## config.mk

```make
export PLATFORM = sky130hd
export DESIGN_NAME = sorted_priority_queue_top
export DESIGN_NICKNAME = d
export VERILOG_FILES = /design/src/rtl/spq_pkg.sv /design/src/rtl/sorted_priority_queue_top.sv /design/src/rtl/spq_cell.sv
export SDC_FILE = /design/constraint.sdc
export NUM_CORES = 2
export LEC_CHECK = 0
export BUFFER_PORTS_ARGS = -buffer_cell sky130_fd_sc_hd__buf_2
export CAP_MARGIN = 25
export CORE_MARGIN = 1
export CORE_UTILIZATION = 43
export DETAILED_ROUTE_END_ITERATION = 7
export PLACE_DENSITY_LB_ADDON = 0.25
export SYNTH_ARGS = -nofsm -noshare
export SYNTH_HDL_FRONTEND = slang
export SYNTH_SLANG_ARGS = --single-unit
```

## constraint.sdc

```tcl
create_clock -name clk_i -period 6 [get_ports clk_i]
set_input_delay 0 -clock clk_i [delete_from_list [all_inputs] [get_ports clk_i]]
set_output_delay 0 -clock clk_i [all_outputs]
set_load 0.02 [all_outputs]
```

## src/rtl/spq_pkg.sv

```systemverilog
`timescale 1ns / 1ps
`default_nettype none
// ----------------------------------------------------------------------------
// spq_pkg
// Types and codes shared by the sorted priority queue cells and top level.
// ----------------------------------------------------------------------------
package spq_pkg;

  typedef enum logic [1:0] {
    CMD_INSERT = 2'd0,
    CMD_REMOVE = 2'd1,
    CMD_CLEAR  = 2'd2
  } cmd_e;

  typedef enum logic [1:0] {
    ST_OK    = 2'd0,
    ST_FULL  = 2'd1,
    ST_EMPTY = 2'd2
  } status_e;

  localparam int unsigned CountOutW = 5;

  typedef struct packed {
    logic [1:0]         cmd;
    logic signed [31:0] value;
  } in_item_t;

  typedef struct packed {
    logic [1:0]             status;
    logic signed [31:0]     value_out;
    logic [CountOutW-1:0]   count;
  } out_item_t;

  // per-cycle control broadcast to every cell
  typedef struct packed {
    logic               insert;
    logic               remove;
    logic signed [31:0] value;
  } cell_ctrl_t;

endpackage
`default_nettype wire

```

## src/rtl/sorted_priority_queue_top.sv

```systemverilog
`timescale 1ns / 1ps
`default_nettype none
// ----------------------------------------------------------------------------
// sorted_priority_queue_top
// Ascending priority queue built as a chain of compare-and-shift cells.
// ----------------------------------------------------------------------------
// Cells compare and shift in parallel; each accepted result is registered.
// Throughput: one item per cycle while the output register is free or read.
// Insert, remove and clear all complete in the cycle they are accepted.
// Reset clears the count and the output valid; cell entries are not reset.
// ----------------------------------------------------------------------------
module sorted_priority_queue_top import spq_pkg::*; #(
  parameter int unsigned CAPACITY = 16
) (
  input  wire logic      clk_i,
  input  wire logic      rst_ni,
  input  wire logic      in_valid_i,
  output logic           in_ready_o,
  input  wire in_item_t  in_item_i,
  output logic           out_valid_o,
  input  wire logic      out_ready_i,
  output out_item_t      out_item_o
);

  localparam int unsigned CntW = $clog2(CAPACITY + 1);

  logic [CntW-1:0]     count_q, count_d;
  logic                out_valid_q;
  out_item_t           out_item_q, out_item_d;
  logic                accept;
  logic                full, empty;
  cell_ctrl_t          ctrl;
  logic [CntW+CountOutW-1:0] count_ext;

  logic               less   [CAPACITY];
  logic signed [31:0] entry  [CAPACITY];

  assign in_ready_o = !out_valid_q || out_ready_i;
  assign accept     = in_valid_i && in_ready_o;
  assign full       = count_q == CntW'(CAPACITY);
  assign empty      = count_q == '0;

  always_comb begin
    ctrl.insert = accept && (in_item_i.cmd == CMD_INSERT) && !full;
    ctrl.remove = accept && (in_item_i.cmd == CMD_REMOVE) && !empty;
    ctrl.value  = in_item_i.value;
  end

  for (genvar i = 0; i < CAPACITY; i++) begin : g_cell
    logic               left_less;
    logic signed [31:0] left_entry, right_entry;
    if (i == 0) begin : g_first
      assign left_less  = 1'b1;
      assign left_entry = '0;
    end else begin : g_mid
      assign left_less  = less[i-1];
      assign left_entry = entry[i-1];
    end
    if (i == CAPACITY - 1) begin : g_last
      assign right_entry = '0;
    end else begin : g_inner
      assign right_entry = entry[i+1];
    end
    spq_cell #(
      .INDEX (i),
      .CNT_W (CntW)
    ) u_cell (
      .clk_i         (clk_i),
      .ctrl_i        (ctrl),
      .count_i       (count_q),
      .left_less_i   (left_less),
      .left_entry_i  (left_entry),
      .right_entry_i (right_entry),
      .less_o        (less[i]),
      .entry_o       (entry[i])
    );
  end

  always_comb begin
    count_d              = count_q;
    out_item_d.status    = ST_OK;
    out_item_d.value_out = '0;
    case (in_item_i.cmd)
      CMD_INSERT: begin
        if (full) begin
          out_item_d.status = ST_FULL;
        end else begin
          count_d = count_q + 1'b1;
        end
      end
      CMD_REMOVE: begin
        if (empty) begin
          out_item_d.status = ST_EMPTY;
        end else begin
          out_item_d.value_out = entry[0];
          count_d = count_q - 1'b1;
        end
      end
      CMD_CLEAR: begin
        if (empty) begin
          out_item_d.status = ST_EMPTY;
        end
        count_d = '0;
      end
      default: begin
      end
    endcase
    count_ext        = {{CountOutW{1'b0}}, count_d};
    out_item_d.count = count_ext[CountOutW-1:0];
  end

  always_ff @(posedge clk_i or negedge rst_ni) begin
    if (!rst_ni) begin
      count_q     <= '0;
      out_valid_q <= 1'b0;
    end else begin
      if (accept) begin
        count_q     <= count_d;
        out_valid_q <= 1'b1;
      end else if (out_ready_i) begin
        out_valid_q <= 1'b0;
      end
    end
  end

  always_ff @(posedge clk_i) begin
    if (accept) begin
      out_item_q <= out_item_d;
    end
  end

  assign out_valid_o = out_valid_q;
  assign out_item_o  = out_item_q;

endmodule
`default_nettype wire

```

## src/rtl/spq_cell.sv

```systemverilog
`timescale 1ns / 1ps
`default_nettype none
// ----------------------------------------------------------------------------
// spq_cell
// One slot of the sorted chain: compares its entry with the broadcast value
// and either holds, takes the new value, or shifts from a neighbor.
// ----------------------------------------------------------------------------
module spq_cell import spq_pkg::*; #(
  parameter int unsigned INDEX = 0,
  parameter int unsigned CNT_W = 5
) (
  input  wire logic               clk_i,
  input  wire cell_ctrl_t         ctrl_i,
  input  wire logic [CNT_W-1:0]   count_i,
  input  wire logic               left_less_i,
  input  wire logic signed [31:0] left_entry_i,
  input  wire logic signed [31:0] right_entry_i,
  output logic                    less_o,
  output logic signed [31:0]      entry_o
);

  logic signed [31:0] entry_q, entry_d;
  logic               in_use;

  assign in_use  = CNT_W'(INDEX) < count_i;
  assign less_o  = in_use && (entry_q < ctrl_i.value);
  assign entry_o = entry_q;

  always_comb begin
    entry_d = entry_q;
    if (ctrl_i.insert) begin
      if (!less_o) begin
        entry_d = left_less_i ? ctrl_i.value : left_entry_i;
      end
    end else if (ctrl_i.remove) begin
      entry_d = right_entry_i;
    end
  end

  always_ff @(posedge clk_i) begin
    entry_q <= entry_d;
  end

endmodule
`default_nettype wire

```

==> impl_metrics.ini <==
[hold_path]
hold_class = in -> reg
hold_end = g_cell[6].u_cell.entry_o[20]$_DFFE_PP_
hp-start = in_item_i[20]
hold_depth = 4

[clock_tree]
cts_max_level = 3
path_clk_slew_ps = 60
numCtsBuffers = 67
clock_latency_ps = 620
clock-root-buffer = clkbuf_16
max-clock-path-buffers = 3
post_cts_buffers = 0
clock_sinks = 557
cts_tree = built

[global_route]
grt_usage = 0.237
grt_max_degree = 209
grt_pass1_vias = 30300
grt-ovfl-total = 0
grt_pass1_wl_microns = 176000
antenna_found_initial = 4

[critical_path]
cp-start-kind = input pin
r2r-end = g_cell[7].u_cell.entry_o[7]$_DFFE_PP_
worst_ep_arrival_time_ps = 5580
worst-path-max-fanout = 34
r2r_setup_slack_ps = 1250
crit_type = in -> reg
endpoint_kind = flop
reg2reg_depth = 11
r2r-start = g_cell[7].u_cell.entry_o[27]$_DFFE_PP_
worstPathRequired_ps = 6330

[synth]
synth_area_leaders = edfxtp_1 42%, ha_1 16%, mux2i_1 9.6%
synth_top_family_by_area = compound AO/OA/AOI/OAI gates
netlist_instances = 3866
synthDistinctLibCells = 71
syn_area_sq_um = 39500
async_flop_share = 0.0108
synth-seq-area-share = 0.422
synth_seq_cells = 557
synth_xor_area_frac = 0.000886
syn_nets = 4406
synthFlopType = edfxtp_1
synth_warnings = 0
synth_mux_area_frac = 0.0963
synth_edf_count = 551
synth-simple-area-share = 0.123
yosysTopAreaCellShare = 0.419
synthAdderAreaFrac = 0.159
avgSynthCellArea_sq_um = 10.2
synth_area_leader_cell = edfxtp_1
synth-compound-area-share = 0.163

[sta]
rsz0062_at_grt = false
timing.final.crit_period_ps = 5240
timing.hold.ws_ps = 30.0
setup_violations = 0
period_share = 0.874
slew_viol_final = 0
hold_violations = 0
setup-tns-final_ps = 0
tightest_slew_ps = 1030
max_freq_ghz = 0.191
maxSlewHeadroom = 0.308
fin_worst_skew_ps = 31.4

[run]
maxCapViolations = 0

[power_and_ir_drop]
combPwrFrac = 0.282
power.switching_mw = 4.15
p_seq_frac = 0.407
p_int_mw = 8.32
ir_worst_vdd_uv = 215
p_clk_frac = 0.311
leakagePower_nw = 18.7
swShare = 0.333
pwr_density_cell_nw_per_um2 = 288

[placement]
gp_congestion = 0.863
dp_hpwl_microns = 81600
placed_area_sq_um = 41000
dp.cells = 4930
portBuffers = 78

[cells_and_area]
utilization = 0.479
nFillCells = 8528
multi_input_area_sq_um = 21600
final_cells = 5084
seq_area_sq_um = 16700
fin_area_sq_um = 43400
nets = 4397
layout-drive-gt1-share = 0.0814
syn_to_final_growth_pct = 9.73

[floorplanning]
die_height_microns = 305
die_width_microns = 305
num_rows = 110
start_util = 0.437
boundaryPins = 79
coreArea_sq_um = 90600
dieArea_sq_um = 93100

[route]
route.detailed.drc = 0
dr.pass1.iters = 5
routed_via_density = 5.98
ant_nets = 0
wl_per_cell_microns = 21.9
drtIter0Drc = 2418
routed_wl_microns = 112000
dr_total_vias = 30400

[outcome]
outcome = complete, no violations
-- registers in the layout (all words and copies together) (netlist names) --
| name | cells |
|---|---|
| g_cell.u_cell.entry_o | 512 |
| out_item_o | 39 |
| count_q | 5 |
| out_valid_o | 1 |
-- logic make-up (layout without fill, tap and decap cells) --
family / count (synthesis) / after routing
fa+ha+maj: 502 / 502
xor+xnor: 4 / 4
flops: 557 / 557
other cells: 0 / 1
simple gates: 1073 / 1073
mux: 380 / 380
buf+inv: 319 / 360
compound gates: 1031 / 1031
-- worst max-delay path: stages --
cell and delay, ps:
dlygate4sd3_1 560, buf_2 380, inv_1 320, buf_4 280, ha_1 350, nand4_1 150
nor4_1 910, o211ai_1 190, a31oi_1 570, nor3_1 110, or4b_2 620, buf_4 340
nand2_1 140, nand2_1 230, buf_4 350
-- Yosys cell counts, types with 6 or more instances --
library cell  number
a31oi_1            6
edfxtp_1         551
nand2b_1          52
clkbuf_1         190
nor2_1           111
buf_6             14
o31ai_1            7
a211oi_1          29
o211ai_1          19
a221oi_1          37
o2111ai_1          6
buf_1             18
a211o_1            6
o221a_2           32
a21oi_1          177
nand3_1           56
nor3_1            21
nor2b_1           19
o21ai_0          356
nand4_1          148
buf_2             39
inv_1             44
a2111oi_0          8
or3_1              8
dfrtp_1            6
a21o_1           161
ha_1             502
nand2_1          601
o21ai_1          129
and3_1            34
buf_4             12
o21a_1            11
mux2i_1          378
-- layout by cell type, fill, tap and decap left out, types with 20 or more instances in the layout --
cell             n
nand3_1         55
a221oi_1        37
nand2_1        600
a21oi_1        177
and3_1          34
o21ai_1        129
ha_1           502
clkbuf_16       71
nor2_1         109
o21ai_0        350
buf_2           78
nor3_1          20
inv_1           44
a211oi_1        29
mux2i_1        378
o221a_2         32
dlygate4sd3_1   34
nand4_1        148
buf_4           74
edfxtp_1       551
nand2b_1        52
a21o_1         161
-- metrics by stage --
stage / power (mW) / setup slack (ps)
finish: 12.5 / 755
global route: 13.1 / 564
CTS: 12.5 / 946
detailed placement: 8.62 / 895
global placement: 8.54 / 903
floorplan: 7.67 / 635
-- metal layers --
| layer | up-vias | track usage | wire, microns | share of wire |
|---|---|---|---|---|
| li1 | 14700 | - | - | - |
| met1 | 14900 | 0.333 | 52100 | 0.47 |
| met2 | 747 | 0.385 | 51600 | 0.46 |
| met3 | 158 | 0.0358 | 5640 | 0.051 |
| met4 | 6 | 0.0532 | 2170 | 0.019 |
| met5 | - | 0 | 41 | 0.00037 |
-- power by group through the flow --
stage | combinational (mW) | clock (mW) | sequential (mW)
2_1_floorplan | 2.60 | 0 | 5.07
3_3_place_gp | 3.38 | 0 | 5.16
3_5_place_dp | 3.46 | 0 | 5.15
4_1_cts | 3.50 | 3.95 | 5.07
5_1_grt | 3.90 | 4.09 | 5.11
6_report | 3.52 | 3.88 | 5.07
-- how the worst max path moves through the flow --
stage / from / endpoint / slack (ps)
6_report: in_item_i[31] / g_cell[7].u_cell.entry_o[7]$_DFFE_PP_ / 760
5_1_grt: in_item_i[31] / g_cell[7].u_cell.entry_o[7]$_DFFE_PP_ / 560
4_1_cts: in_item_i[31] / g_cell[7].u_cell.entry_o[5]$_DFFE_PP_ / 950
3_5_place_dp: in_item_i[31] / g_cell[7].u_cell.entry_o[7]$_DFFE_PP_ / 890
3_3_place_gp: in_item_i[30] / g_cell[7].u_cell.entry_o[5]$_DFFE_PP_ / 900
2_1_floorplan: in_item_i[5] / g_cell[14].u_cell.entry_o[0]$_DFFE_PP_ / 640
-- cell type report --
type                       count  share of cell area
timing repair buffer         195              0.0334
sequential                   557               0.385
tap                         1176              0.0339
inverter                      46             0.00398
clock buffer                  92              0.0432
antenna                        1           0.0000577
multi-input combinational   2990               0.498
clock inverter                27             0.00297
-- timing repair --
item,CTS,global route
gates resized for setup,0,0
hold buffers,34,0
hold endpoints to repair,70,0
Power figures use the tool's default switching activity.
